**src/rtl/lsbse_pkg.sv**
```systemverilog
// Package for the LSB pixel embed / extract block.
// Holds sizes, codes and the result record; used by the top level only via scoped names.
`timescale 1ns / 1ps

package lsbse_pkg;

	localparam int MSG_DEPTH = 256;
	localparam int MSG_AW    = (MSG_DEPTH > 1) ? $clog2(MSG_DEPTH) : 1;
	localparam int CNT_W     = $clog2(MSG_DEPTH + 1);
	localparam int BP_W      = $clog2(MSG_DEPTH + 2);

	localparam int PIX_W = 24;
	localparam logic [24:0] MAX_PIXELS = 25'd16777216;

	localparam logic [7:0] MARK_MASK = 8'b1111_1000;
	localparam logic [7:0] MARK_VAL  = 8'b1010_0000;
	localparam logic [7:0] ZERO_BYTE = 8'b0000_0000;

	localparam int FIFO_DEPTH = 8;
	localparam int FIFO_AW    = $clog2(FIFO_DEPTH);
	localparam int FIFO_CW    = $clog2(FIFO_DEPTH + 1);

	localparam logic IN_PIXEL = 1'b0;
	localparam logic IN_BYTE  = 1'b1;

	localparam logic MODE_EMBED   = 1'b0;
	localparam logic MODE_EXTRACT = 1'b1;

	localparam logic REG_MODE   = 1'b0;
	localparam logic REG_PIXELS = 1'b1;

	localparam logic [1:0] OK_PIXEL = 2'd0;
	localparam logic [1:0] OK_TEXT  = 2'd1;
	localparam logic [1:0] OK_END   = 2'd2;

	localparam logic [2:0] ST_OK       = 3'd0;
	localparam logic [2:0] ST_MARKED   = 3'd1;
	localparam logic [2:0] ST_TOO_LONG = 3'd2;
	localparam logic [2:0] ST_NO_MARK  = 3'd3;
	localparam logic [2:0] ST_DAMAGED  = 3'd4;

	typedef enum logic [1:0] {
		CH_RED,
		CH_GREEN,
		CH_BLUE
	} chan_t;

	typedef struct packed {
		logic [1:0] kind;
		logic [7:0] red;
		logic [7:0] green;
		logic [7:0] blue;
		logic [7:0] text;
		logic [2:0] status;
		logic       last;
	} result_t;

endpackage

```
**src/rtl/lsb_stego_pixel_embed_extract_top.sv**
```systemverilog
// Top level of the LSB pixel embed / extract block: registers, message memory,
// pixel pipeline and output queue. Depends on lsbse_pkg.
//
//  channel   direction  handshake             payload
//  input     in         in_valid / in_stall   kind msg_byte red_in green_in blue_in
//  output    out        out_valid / out_stall out_kind red_out green_out blue_out
//                                             text_byte status last
//  config    in/out     APB psel / penable    paddr pwdata prdata pready
//
// One request per cycle while in_stall is low; results pass stage one, then the output queue.
// Stage one updates the counters and reads the message memory (synchronous read);
// stage two sets the carrier bit and queues up to two results.
// Reset clears all control state; the message memory is not cleared.
// in_stall rises only when the eight-entry output queue could overflow.
`timescale 1ns / 1ps

module lsb_stego_pixel_embed_extract_top (
	input  logic        clk,
	input  logic        arst_n,
	input  logic        psel,
	input  logic        penable,
	input  logic        pwrite,
	input  logic [2:0]  paddr,
	input  logic [31:0] pwdata,
	output logic [31:0] prdata,
	output logic        pready,
	input  logic        in_valid,
	output logic        in_stall,
	input  logic        kind,
	input  logic [7:0]  msg_byte,
	input  logic [7:0]  red_in,
	input  logic [7:0]  green_in,
	input  logic [7:0]  blue_in,
	output logic        out_valid,
	input  logic        out_stall,
	output logic [1:0]  out_kind,
	output logic [7:0]  red_out,
	output logic [7:0]  green_out,
	output logic [7:0]  blue_out,
	output logic [7:0]  text_byte,
	output logic [2:0]  status,
	output logic        last
);

	localparam int AW  = lsbse_pkg::MSG_AW;
	localparam int CW  = lsbse_pkg::CNT_W;
	localparam int BW  = lsbse_pkg::BP_W;
	localparam int PW  = lsbse_pkg::PIX_W;
	localparam int QA  = lsbse_pkg::FIFO_AW;
	localparam int QC  = lsbse_pkg::FIFO_CW;

	// configuration
	logic          mode_q;
	logic [24:0]   pixels_q;
	logic [PW-1:0] lim_m1_q;
	logic          cfg_wr;

	// block state
	logic [CW-1:0] count_q, count_d;
	logic          ovf_q, ovf_d;
	logic [PW-1:0] pix_q, pix_d;
	logic [2:0]    phase_q, phase_d;
	logic [2:0]    bitpos_q, bitpos_d;
	logic [BW-1:0] bp_q, bp_d;
	logic [7:0]    shift_q, shift_d;
	logic [2:0]    istat_q, istat_d;
	logic          done_q, done_d;

	logic [7:0] mem [lsbse_pkg::MSG_DEPTH];
	logic       mem_we;

	// stage one
	logic                v_s1;
	lsbse_pkg::result_t  res0_s1, res1_s1;
	logic [1:0]          nres_s1;
	logic                emb_s1, zero_s1;
	logic [2:0]          bsel_s1;
	lsbse_pkg::chan_t    chan_s1;
	logic [7:0]          rd_data_s1;

	lsbse_pkg::result_t  res0, res1, res0_fix;
	logic [1:0]          nres;
	logic                emb, zero_b;
	lsbse_pkg::chan_t    chan;
	logic                acc, fin, bit_v;

	// output queue
	lsbse_pkg::result_t  q_mem [lsbse_pkg::FIFO_DEPTH];
	logic [QA-1:0]       q_wr_q, q_rd_q, q_wr1;
	logic [QC-1:0]       q_cnt_q;
	logic                pop;

	assign pready = 1'b1;
	assign cfg_wr = psel & penable & pwrite & pready;

	always_comb begin
		prdata = 32'd0;
		unique case (paddr[2])
			lsbse_pkg::REG_MODE:   prdata = {31'd0, mode_q};
			lsbse_pkg::REG_PIXELS: prdata = {7'd0, pixels_q};
		endcase
	end

	always_ff @(posedge clk or negedge arst_n) begin
		if (!arst_n) begin
			mode_q   <= lsbse_pkg::MODE_EMBED;
			pixels_q <= 25'd1;
			lim_m1_q <= '0;
		end else if (cfg_wr) begin
			unique case (paddr[2])
				lsbse_pkg::REG_MODE: begin
					mode_q <= pwdata[0];
				end
				lsbse_pkg::REG_PIXELS: begin
					pixels_q <= pwdata[24:0];
					if (pwdata[24:0] == 25'd0)
						lim_m1_q <= '0;
					else if (pwdata[24:0] >= lsbse_pkg::MAX_PIXELS)
						lim_m1_q <= '1;
					else
						lim_m1_q <= PW'(pwdata[24:0] - 25'd1);
				end
			endcase
		end
	end

	// stall when queue plus the request already in flight could fill it
	assign in_stall = (QC'(q_cnt_q) + (v_s1 ? QC'(2) : QC'(0)))
		> QC'(lsbse_pkg::FIFO_DEPTH - 2);
	assign acc = in_valid & ~in_stall;
	assign fin = pix_q >= lim_m1_q;

	always_comb begin
		logic [7:0] r;
		logic [7:0] nshift;
		logic       ebit;
		count_d  = count_q;
		ovf_d    = ovf_q;
		pix_d    = pix_q;
		phase_d  = phase_q;
		bitpos_d = bitpos_q;
		bp_d     = bp_q;
		shift_d  = shift_q;
		istat_d  = istat_q;
		done_d   = done_q;
		mem_we   = 1'b0;
		res0     = '0;
		res1     = '0;
		nres     = 2'd0;
		emb      = 1'b0;
		zero_b   = 1'b1;
		r        = red_in;
		nshift   = shift_q;
		ebit     = 1'b0;
		if (phase_q[0] == 1'b0)
			chan = lsbse_pkg::CH_GREEN;
		else if (phase_q == 3'd3)
			chan = lsbse_pkg::CH_BLUE;
		else
			chan = lsbse_pkg::CH_RED;
		unique case (chan)
			lsbse_pkg::CH_GREEN: ebit = green_in[0];
			lsbse_pkg::CH_BLUE:  ebit = blue_in[0];
			lsbse_pkg::CH_RED:   ebit = red_in[0];
			default:             ebit = red_in[0];
		endcase

		if (kind == lsbse_pkg::IN_BYTE) begin
			if (pix_q == '0) begin
				if (count_q < CW'(lsbse_pkg::MSG_DEPTH)) begin
					mem_we  = 1'b1;
					count_d = count_q + CW'(1);
				end else begin
					ovf_d = 1'b1;
				end
			end
		end else begin
			if (mode_q == lsbse_pkg::MODE_EMBED) begin
				if (pix_q == '0) begin
					bp_d     = '0;
					bitpos_d = '0;
					if ((red_in & lsbse_pkg::MARK_MASK) == lsbse_pkg::MARK_VAL)
						istat_d = lsbse_pkg::ST_MARKED;
					else if (ovf_q || ((32'(count_q) + 32'd1) << 3) > 32'(lim_m1_q))
						istat_d = lsbse_pkg::ST_TOO_LONG;
					else begin
						istat_d = lsbse_pkg::ST_OK;
						r = (red_in & ~lsbse_pkg::MARK_MASK) | lsbse_pkg::MARK_VAL;
					end
				end else if (istat_q == lsbse_pkg::ST_OK && bp_q <= BW'(count_q)) begin
					emb    = 1'b1;
					zero_b = ~(bp_q < BW'(count_q));
					if (bitpos_q == 3'd7) begin
						bitpos_d = '0;
						bp_d     = bp_q + BW'(1);
					end else begin
						bitpos_d = bitpos_q + 3'd1;
					end
				end
				res0 = '{kind: lsbse_pkg::OK_PIXEL, red: r, green: green_in, blue: blue_in,
					text: lsbse_pkg::ZERO_BYTE, status: istat_d, last: fin};
				nres = 2'd1;
			end else begin
				if (pix_q == '0) begin
					done_d   = 1'b0;
					bitpos_d = '0;
					shift_d  = '0;
					if ((red_in & lsbse_pkg::MARK_MASK) == lsbse_pkg::MARK_VAL) begin
						istat_d = lsbse_pkg::ST_OK;
					end else begin
						istat_d = lsbse_pkg::ST_NO_MARK;
						done_d  = 1'b1;
						res0 = '{kind: lsbse_pkg::OK_END, red: 8'd0, green: 8'd0, blue: 8'd0,
							text: 8'd0, status: lsbse_pkg::ST_NO_MARK, last: 1'b1};
						nres = 2'd1;
					end
				end else if (!done_q) begin
					nshift = {shift_q[6:0], ebit};
					if (bitpos_q == 3'd7) begin
						bitpos_d = '0;
						shift_d  = '0;
						if (nshift == lsbse_pkg::ZERO_BYTE) begin
							done_d = 1'b1;
							res0 = '{kind: lsbse_pkg::OK_END, red: 8'd0, green: 8'd0,
								blue: 8'd0, text: 8'd0, status: lsbse_pkg::ST_OK, last: 1'b1};
						end else begin
							res0 = '{kind: lsbse_pkg::OK_TEXT, red: 8'd0, green: 8'd0,
								blue: 8'd0, text: nshift, status: lsbse_pkg::ST_OK, last: 1'b0};
						end
						nres = 2'd1;
					end else begin
						bitpos_d = bitpos_q + 3'd1;
						shift_d  = nshift;
					end
				end
				if (fin && !done_d) begin
					istat_d = lsbse_pkg::ST_DAMAGED;
					done_d  = 1'b1;
					if (nres == 2'd0) begin
						res0 = '{kind: lsbse_pkg::OK_END, red: 8'd0, green: 8'd0, blue: 8'd0,
							text: 8'd0, status: lsbse_pkg::ST_DAMAGED, last: 1'b1};
						nres = 2'd1;
					end else begin
						res1 = '{kind: lsbse_pkg::OK_END, red: 8'd0, green: 8'd0, blue: 8'd0,
							text: 8'd0, status: lsbse_pkg::ST_DAMAGED, last: 1'b1};
						nres = 2'd2;
					end
				end
			end
			if (fin) begin
				pix_d   = '0;
				phase_d = '0;
				if (mode_q == lsbse_pkg::MODE_EMBED) begin
					count_d = '0;
					ovf_d   = 1'b0;
				end
			end else begin
				pix_d   = pix_q + PW'(1);
				phase_d = (phase_q >= 3'd5) ? 3'd0 : phase_q + 3'd1;
			end
		end
	end

	always_ff @(posedge clk or negedge arst_n) begin
		if (!arst_n) begin
			count_q  <= '0;
			ovf_q    <= 1'b0;
			pix_q    <= '0;
			phase_q  <= '0;
			bitpos_q <= '0;
			bp_q     <= '0;
			shift_q  <= '0;
			istat_q  <= lsbse_pkg::ST_OK;
			done_q   <= 1'b0;
			v_s1     <= 1'b0;
		end else begin
			v_s1 <= acc;
			if (acc) begin
				count_q  <= count_d;
				ovf_q    <= ovf_d;
				pix_q    <= pix_d;
				phase_q  <= phase_d;
				bitpos_q <= bitpos_d;
				bp_q     <= bp_d;
				shift_q  <= shift_d;
				istat_q  <= istat_d;
				done_q   <= done_d;
			end
		end
	end

	// message memory, synchronous read
	always_ff @(posedge clk) begin
		if (acc && mem_we)
			mem[count_q[AW-1:0]] <= msg_byte;
		if (acc)
			rd_data_s1 <= mem[bp_q[AW-1:0]];
	end

	always_ff @(posedge clk) begin
		if (acc) begin
			res0_s1 <= res0;
			res1_s1 <= res1;
			nres_s1 <= nres;
			emb_s1  <= emb;
			zero_s1 <= zero_b;
			bsel_s1 <= 3'd7 - bitpos_q;
			chan_s1 <= chan;
		end
	end

	// stage two: place the message bit
	assign bit_v = zero_s1 ? 1'b0 : rd_data_s1[bsel_s1];

	always_comb begin
		res0_fix = res0_s1;
		if (emb_s1) begin
			unique case (chan_s1)
				lsbse_pkg::CH_GREEN: res0_fix.green[0] = bit_v;
				lsbse_pkg::CH_BLUE:  res0_fix.blue[0]  = bit_v;
				lsbse_pkg::CH_RED:   res0_fix.red[0]   = bit_v;
				default:             res0_fix.red[0]   = bit_v;
			endcase
		end
	end

	assign q_wr1 = q_wr_q + QA'(1);
	assign pop   = out_valid & ~out_stall;

	always_ff @(posedge clk) begin
		if (v_s1 && nres_s1 != 2'd0)
			q_mem[q_wr_q] <= res0_fix;
		if (v_s1 && nres_s1 == 2'd2)
			q_mem[q_wr1] <= res1_s1;
	end

	always_ff @(posedge clk or negedge arst_n) begin
		if (!arst_n) begin
			q_wr_q  <= '0;
			q_rd_q  <= '0;
			q_cnt_q <= '0;
		end else begin
			if (v_s1)
				q_wr_q <= q_wr_q + QA'(nres_s1);
			if (pop)
				q_rd_q <= q_rd_q + QA'(1);
			q_cnt_q <= q_cnt_q + (v_s1 ? QC'(nres_s1) : QC'(0)) - (pop ? QC'(1) : QC'(0));
		end
	end

	assign out_valid = q_cnt_q != '0;
	assign out_kind  = q_mem[q_rd_q].kind;
	assign red_out   = q_mem[q_rd_q].red;
	assign green_out = q_mem[q_rd_q].green;
	assign blue_out  = q_mem[q_rd_q].blue;
	assign text_byte = q_mem[q_rd_q].text;
	assign status    = q_mem[q_rd_q].status;
	assign last      = q_mem[q_rd_q].last;

endmodule
```
**config.mk**
```make
export PLATFORM = sky130hd
export DESIGN_NAME = lsb_stego_pixel_embed_extract_top
export DESIGN_NICKNAME = d
export VERILOG_FILES = /design/src/rtl/lsbse_pkg.sv /design/src/rtl/lsb_stego_pixel_embed_extract_top.sv
export SDC_FILE = /design/constraint.sdc
export NUM_CORES = 2
export LEC_CHECK = 0
export ABC_CLOCK_PERIOD_IN_PS = 5950
export BUFFER_PORTS_ARGS = -buffer_cell sky130_fd_sc_hd__buf_2
export CORE_MARGIN = 5
export CORE_UTILIZATION = 55
export CTS_BUF_LIST = sky130_fd_sc_hd__clkbuf_4 sky130_fd_sc_hd__clkbuf_8 sky130_fd_sc_hd__clkbuf_16
export CTS_CLUSTER_DIAMETER = 200
export DETAILED_ROUTE_END_ITERATION = 7
export PLACE_DENSITY = 0.78
export SYNTH_ARGS = -nofsm -noshare
export SYNTH_HDL_FRONTEND = slang
export SYNTH_SLANG_ARGS = --single-unit
export TNS_END_PERCENT = 10
```
**constraint.sdc**
```tcl
create_clock -name clk -period 5.95 [get_ports clk]
set_input_delay 1.19 -clock clk [delete_from_list [all_inputs] [get_ports clk]]
set_output_delay 1.19 -clock clk [all_outputs]
set_load 0.1 [all_outputs]
```
* Word level (Yosys, flattened, before mapping)
Memories as Yosys holds them, arrays and structs flattened. A register that Yosys moved wholly into a read port is not among the register bits. Index checks and enable logic that the tools add are counted.
Storage, ports and cells: register bits 206, RAM bits 2352, input bits 75, memories 2
Memories:
- mem | depth 256, bits a word 8, read ports 1, clocked after Yosys merged registers in 1, write ports 1, RTL line lsb_stego_pixel_embed_extract_top.sv:69 | logic [7:0] mem [lsbse_pkg::MSG_DEPTH];
- q_mem | depth 8, bits a word 38, read ports 1, clocked after Yosys merged registers in 0, write ports 2, RTL line lsb_stego_pixel_embed_extract_top.sv:88 | lsbse_pkg::result_t q_mem [lsbse_pkg::FIFO_DEPTH];
Cells by class: $add $sub $neg 14, magnitude comparators 9, equal/unequal tests 15, mux-type cells 89, bitwise logic cells 12, reductions and logical operators 33
Operator list (count):
- 38-bit 2-to-1 mux | 8
- 24-bit 2-to-1 mux | 3
- 9-bit 2-to-1 mux | 8
- 32-bit one-hot mux with 2 select lines | 1
- 1-bit 2-to-1 mux | 36
- 3-bit 2-to-1 mux | 12
- 36-bit 2-to-1 mux | 1
- 25-bit >= comparator (second input constant) | 1
- 25-bit logical NOT | 1
- 24-bit by 1-bit adder with 24-bit output (second input constant) | 1
- 24-bit >= comparator | 1
- 13-bit by 24-bit greater-than comparator with 1-bit output | 1
- 24-bit logical NOT | 1
- 2-bit 2-to-1 mux | 12
- 8-bit 2-to-1 mux | 3
- 24-bit by 1-bit subtractor with 24-bit output (second input constant) | 1
- 7-bit 2-to-1 mux | 3
- 9-bit by 1-bit adder with 9-bit output (second input constant) | 2
- 5-bit AND reduction | 3
- 3-bit by 1-bit adder with 3-bit output (second input constant) | 4
- 9-bit by 1-bit adder with 10-bit output (second input constant) | 1
- 9-bit <= comparator | 1
- 9-bit less-than comparator | 1
- 9-bit less-than comparator (second input constant) | 1
- 35 further kinds | 65

* Longest topological paths before layout
word-level depth 16, mapped depth 14

* Worst setup path after synthesis
Ideal clock, no wire load.
path kind input -> output, from input paddr[2], to output prdata[0], arrival 3626 ps, data required time 4760 ps, setup slack 1134 ps, stages on the path 3, buffers on the path 2, cell sequence clkbuf_1 clkbuf_1 o21ai_0
On the way: word-level cells in the longest chain between the ends 2
Ends and longest elaborated chain:
- start: declaration | RTL line lsb_stego_pixel_embed_extract_top.sv:23 | input logic [2:0] paddr,
- 1-bit NOT (no line)
- 32-bit one-hot mux with 2 select lines (*) | RTL line lsb_stego_pixel_embed_extract_top.sv:98 | unique case (paddr[2])
- end: declaration | RTL line lsb_stego_pixel_embed_extract_top.sv:25 | output logic [31:0] prdata,
Mark *: on every way between the ends. The rest lies on a longest branch, timed or not. The select of a mux whose other input is x is not followed.

* Worst setup path in the final report
from register v_s1, to memory mem[94][4], enable pin
On the way: word-level cells in the longest chain between the ends 8
Ends and longest elaborated chain:
- start: declaration | RTL line lsb_stego_pixel_embed_extract_top.sv:73 | logic v_s1;
- start signal: assignment | RTL line lsb_stego_pixel_embed_extract_top.sv:275 | v_s1 <= 1'b0;
- start signal: assignment | RTL line lsb_stego_pixel_embed_extract_top.sv:277 | v_s1 <= acc;
- 2-bit 2-to-1 mux | RTL line lsb_stego_pixel_embed_extract_top.sv:128 | assign in_stall = (QC'(q_cnt_q) + (v_s1 ? QC'(2) : QC'(0)))
- 4-bit by 2-bit adder with 4-bit output | RTL line lsb_stego_pixel_embed_extract_top.sv:128
- 4-bit by 3-bit greater-than comparator with 1-bit output | RTL line lsb_stego_pixel_embed_extract_top.sv:129 | > QC'(lsbse_pkg::FIFO_DEPTH - 2);
- 1-bit NOT | RTL line lsb_stego_pixel_embed_extract_top.sv:130 | assign acc = in_valid & ~in_stall;
- 1-bit bitwise AND | RTL line lsb_stego_pixel_embed_extract_top.sv:130
- named net acc | RTL line lsb_stego_pixel_embed_extract_top.sv:85 | logic acc, fin, bit_v;
- 1-bit logical AND | RTL line lsb_stego_pixel_embed_extract_top.sv:294 | if (acc && mem_we)
- 1-bit 2-to-1 mux | RTL line lsb_stego_pixel_embed_extract_top.sv:294
- 1-bit 2-to-1 mux (implied by the code) | RTL line lsb_stego_pixel_embed_extract_top.sv:295 | mem[count_q[AW-1:0]] <= msg_byte;
- end: declaration | RTL line lsb_stego_pixel_embed_extract_top.sv:69
The timed path passes the listed nets, and every way through them passes these cells.

==> results by stage <==
Status:
- The flow ran to the end, and the final reports show no timing, DRC or antenna violations.

Logic synthesis:
- The number of enable flip-flop cells after synthesis is 2407.
- The most common flop cell mapped by yosys is sky130_fd_sc_hd__edfxtp_1.
- The share of flip-flops with an asynchronous set or reset after synthesis is 4.786%.
- The total of flip-flops plus latches after synthesis is 2528.
- The combined area of all synthesized cells is 101900 um^2.
- Of the synthesized area, sequential elements account for 73.91%.
- The mean post-synth cell area is 19.27 um^2.
- The unique cell type count in the Yosys netlist is 78.
- The yosys synthesis warning count is 0.
- The number of instances in the synthesized netlist is 5289.

Timing:
- Summed over all failing endpoints, the final setup total negative slack is 0 ps.
- The transition time of the tightest slew-check pin is 1213 ps.
- Headroom to the max-slew limit came out at 18.85%.
- Setup repair after global routing left no endpoint under its margin.
- Setup violations remaining at the end of the flow were counted as 0.
- The worst setup slack after layout is 1308 ps.
- The number of endpoints with negative hold slack in the final report came to 0.
- The post-route minimum period is 4642 ps.
- The number of max-slew violations in the final report is 0.
- Timing would allow up to 215.4 MHz.
- The clock skew after layout is 58.87 ps.
- After layout, the worst path uses 78.01% of the clock period.

Global route:
- The met1 demand-to-capacity share in global routing is 34.28%.
- For this run the aggregate overflow at the end of global routing stands at 0.
- The most utilized layer in the global route result is met2.
- The global-route wire length before repair is 354500 um.
- The initial antenna violation count is 5.
- Across every metal layer, demand over resource in global routing totals 24.85%.
- The fraction of met2 tracks used by global routing is 39.96%.
- Global routing used 4.723% of the available met3 tracks.
- The number of global-route vias before repair is 52990.
- The maximum number of pins on one net before global-route repair is 153.

Place:
- The routability congestion estimate is 0.8514.
- The setup slack at placement is 1396 ps.
- The instance area at placement is 105500 um^2.
- The HPWL after detailed placement is 135800 um.
- The count of buffers from port buffering is 130.

Critical path:
- The largest individual stage delay along the critical path comes from the cell sky130_fd_sc_hd__nand2_1.
- The worst setup path is launched from a flip-flop.
- The cell family contributing the most delay on the critical path is simple AND/OR/NAND/NOR gates.
- Walking the worst path, the cells encountered are ha_1 -> ha_1 -> xnor2_1 -> and3_4 -> and2_1 -> nand3_2 -> nor3_2 -> nand2_1 -> buf_4 -> nor2_1.
- For the worst setup path, the data arrival time is 5120 ps.
- STA classifies the critical path endpoint as a flip-flop.
- The number of buffers and inverters on the critical path is 1.
- The worst setup path is of the reg -> reg kind.
- For the worst setup path, the data required time is 6430 ps.
- By instance count, the cell type seen most on the critical path is sky130_fd_sc_hd__ha_1.
- The largest stage delay on the critical path is 680 ps.
- The biggest fanout along the worst timing path is 9.

Clock tree:
- The number of buffers added to fix hold violations after cts is 0.
- Clock latency on the worst-skew pair, taken at its later pin, is 890 ps.
- CTS saw 2528 sinks.
- In this run, CTS created clock tree buffers numbering 236.
- The number of setup buffers added after CTS is 0.
- The post-cts resize count is 0.
- The number of H-tree levels is 4.
- The clock tree from TritonCTS is done.
- The register clock-pin slew on the reported worst setup and hold paths is 60 ps.
- The cell sitting at the root of the clock tree is a sky130_fd_sc_hd__clkbuf_16.
- No sink is reached through more buffers than the 3 on the longest clock path.

Floorplan:
- The x dimension of the die is 440.4 um.
- The initial cell density of the core is 55.13%.
- The cell row count is 158.
- In this run the count of I/O pins placed on the die edge is 148.
- The core region area is 184800 um^2.
- The die covers 194000 um^2.
- From bottom edge to top edge, the die measures 440.4 um.

Finish:
- Relative to the synthesized area, the layout overhead comes to 11.30%.
- The fraction of final layout cells with drive strength greater than 1 is 24.23%.
- The register cell area after layout is 75330 um^2.
- In the final design database the tool counted 5614 nets.
- The cell area after layout is 113400 um^2.
- The filler cells instantiated in the layout total 12280.
- In the final layout, the multi-input gates occupy 25070 um^2.

Min path:
- The class of the worst hold path is in -> async.

Pwr:
- The cell-internal power is 0.03312 W.
- Of the total power, the share spent switching nets is 28.90%.
- The switching component of the power is 0.01346 W.
- The completed layout was analyzed and its total power is 0.04658 W.
- The power density of the placed cells is 410.7 nW/um^2.
- In this run the static leakage power is 36.99 nW.
- VDD sags by at most 0.5423 mV.
- The share of power burned in combinational logic is 22.5%.
- Per report_power, the clock group accounts for 32.6% of the total.
- The relative contribution of sequential cells to total power is 44.9%.

Routing:
- The detailed router's first-iteration violation count is 6798.
- The DRC violation count after routing is 0.
- The first detailed-routing pass ran for 6 iterations.
- In the final routed layout, each cell accounts on average for 29.46 um.
- The via count is 52500.
- The detail route stage leaves a number of antenna-violating nets equal to 0.
- After detailed routing, the number of vias per cell comes to 6.439.
- The total wire length after detailed routing is 240200 um.

Job:
- Max-cap violations in this run came to 0.
-- placed cells by master, fill, tap and decap left out, types with 23 or more instances in the layout --
master / n
sky130_fd_sc_hd__nand3_1: 44
sky130_fd_sc_hd__clkbuf_4: 50
sky130_fd_sc_hd__mux2i_1: 56
sky130_fd_sc_hd__ha_1: 71
sky130_fd_sc_hd__mux4_2: 590
sky130_fd_sc_hd__dfrtp_1: 114
sky130_fd_sc_hd__clkinv_2: 51
sky130_fd_sc_hd__or2_2: 24
sky130_fd_sc_hd__buf_2: 121
sky130_fd_sc_hd__nor2_1: 376
sky130_fd_sc_hd__clkinv_1: 53
sky130_fd_sc_hd__a21oi_1: 47
sky130_fd_sc_hd__xor2_1: 29
sky130_fd_sc_hd__edfxtp_1: 2407
sky130_fd_sc_hd__xnor2_1: 23
sky130_fd_sc_hd__nor2b_1: 198
sky130_fd_sc_hd__a22oi_1: 91
sky130_fd_sc_hd__a22o_1: 55
sky130_fd_sc_hd__nand2_1: 144
sky130_fd_sc_hd__and2_1: 121
sky130_fd_sc_hd__mux2_2: 67
sky130_fd_sc_hd__o22ai_1: 24
sky130_fd_sc_hd__inv_1: 67
sky130_fd_sc_hd__o21ai_0: 50
sky130_fd_sc_hd__a221oi_1: 51
sky130_fd_sc_hd__nor3_1: 33
sky130_fd_sc_hd__buf_4: 95
sky130_fd_sc_hd__clkbuf_16: 236
sky130_fd_sc_hd__o211ai_1: 38
-- synth_stat cells, types with 12 or more instances --
cell	count	area, um^2
sky130_fd_sc_hd__edfxtp_1	2407	72280
sky130_fd_sc_hd__mux4_2	590	13290
sky130_fd_sc_hd__nor2_1	383	1438
sky130_fd_sc_hd__nor2b_1	200	1251
sky130_fd_sc_hd__clkbuf_1	161	604.3
sky130_fd_sc_hd__nand2_1	144	540.5
sky130_fd_sc_hd__and2_1	122	763.2
sky130_fd_sc_hd__dfrtp_1	120	3003
sky130_fd_sc_hd__a22oi_1	91	683.2
sky130_fd_sc_hd__buf_2	76	380.4
sky130_fd_sc_hd__ha_1	71	888.4
sky130_fd_sc_hd__inv_1	67	251.5
sky130_fd_sc_hd__mux2_2	67	754.5
sky130_fd_sc_hd__mux2i_1	56	560.5
sky130_fd_sc_hd__a22o_1	55	481.7
sky130_fd_sc_hd__a221oi_1	51	446.7
sky130_fd_sc_hd__o21ai_0	51	255.2
sky130_fd_sc_hd__a21oi_1	47	235.2
sky130_fd_sc_hd__nand3_1	44	220.2
sky130_fd_sc_hd__o211ai_1	38	285.3
sky130_fd_sc_hd__buf_4	35	262.8
sky130_fd_sc_hd__nor3_1	35	175.2
sky130_fd_sc_hd__o22ai_1	29	181.4
sky130_fd_sc_hd__xor2_1	29	254.0
sky130_fd_sc_hd__or2_2	24	150.1
sky130_fd_sc_hd__buf_1	23	86.33
sky130_fd_sc_hd__xnor2_1	23	201.4
sky130_fd_sc_hd__o31ai_1	22	165.2
sky130_fd_sc_hd__nand2b_1	19	118.9
sky130_fd_sc_hd__nand4_1	19	118.9
sky130_fd_sc_hd__a21o_1	18	135.1
sky130_fd_sc_hd__a211oi_1	15	112.6
sky130_fd_sc_hd__buf_6	14	157.7
sky130_fd_sc_hd__nor4_1	14	87.58
sky130_fd_sc_hd__a31oi_1	13	81.33
sky130_fd_sc_hd__and3_1	13	81.33
sky130_fd_sc_hd__nand2_2	12	75.07
-- logic make-up after synthesis --
kind of cell               Yosys count  share of synthesized area, %
buffers and inverters              378                         1.718
adders and majority gates           73                        0.9111
muxes                              713                         14.33
AOI/OAI and AO/OA                  481                         3.434
DFF                               2528                         73.91
other                                2                      0.007370
and+or+nand+nor                   1062                         5.246
xor gates and xnor gates            52                        0.4469
-- power by group through the flow --
stage | sequential, W | clock, W | combinational [W]
after floorplan | 0.0209 | 0 | 0.00835
after global placement | 0.0213 | 0 | 0.0103
after detailed placement | 0.0213 | 0 | 0.0105
after CTS | 0.0209 | 0.0153 | 0.0106
after global routing | 0.0210 | 0.0161 | 0.0111
final | 0.0209 | 0.0152 | 0.0105
-- through the flow --
stage               utilization [%]  std cells  hold WS, ps
finish                        61.36       8154        407.7
global route                  61.35       8152        441.4
CTS                           61.35       8150        364.8
detailed placement            57.10       7708        466.1
global placement              57.10       7708        458.4
floorplan                         -       5295        442.4
-- layout make-up --
| type | instances | share of cell area (%) |
|---|---|---|
| Tap cell | 2480 | 2.736 |
| Multi-Input combinational cell | 2389 | 22.10 |
| Clock inverter | 149 | 1.302 |
| Inverter | 69 | 0.2306 |
| Clock buffer | 293 | 5.623 |
| Timing Repair Buffer | 242 | 1.578 |
| Sequential cell | 2528 | 66.42 |
| Antenna cell | 4 | 0.008826 |
-- path summary, 6_finish.rpt --
| kind | start | end | slack, ps | depth (start not counted) |
|---|---|---|---|---|
| max | v_s1 | mem[94][4] | 1310 | 10 |
| min | arst_n | pixels_q[23] | 410 | 2 |
| max reg2reg | v_s1 | mem[94][4] | 1310 | 10 |
| min reg2reg | lim_m1_q[9] | lim_m1_q[9] | 480 | 2 |
| max in group asynchronous | arst_n | bp_q[0] | 4680 | 2 |
| min in group clk | lim_m1_q[9] | lim_m1_q[9] | 480 | 2 |
-- flip-flops by register name (all words and copies together) (netlist names), 2 cells and up --
register,count
pixels_q,25
q_rd_q,3
mem,2048
chan_s1,2
q_mem,304
istat_q,3
q_cnt_q,4
shift_q,7
res0_s1,3
pix_q,24
bsel_s1,3
bitpos_q,3
phase_q,3
q_wr_q,3
rd_data_s1,8
count_q,9
lim_m1_q,24
bp_q,9
res0_fix,35
-- metal layers --
metal | up-vias | wire (um)
met5 | - | 29
met3 | 576 | 23780
met2 | 3085 | 117100
met1 | 27130 | 88890
met4 | 4 | 10420
li1 | 21710 | -
Power figures use the tool's default switching activity.
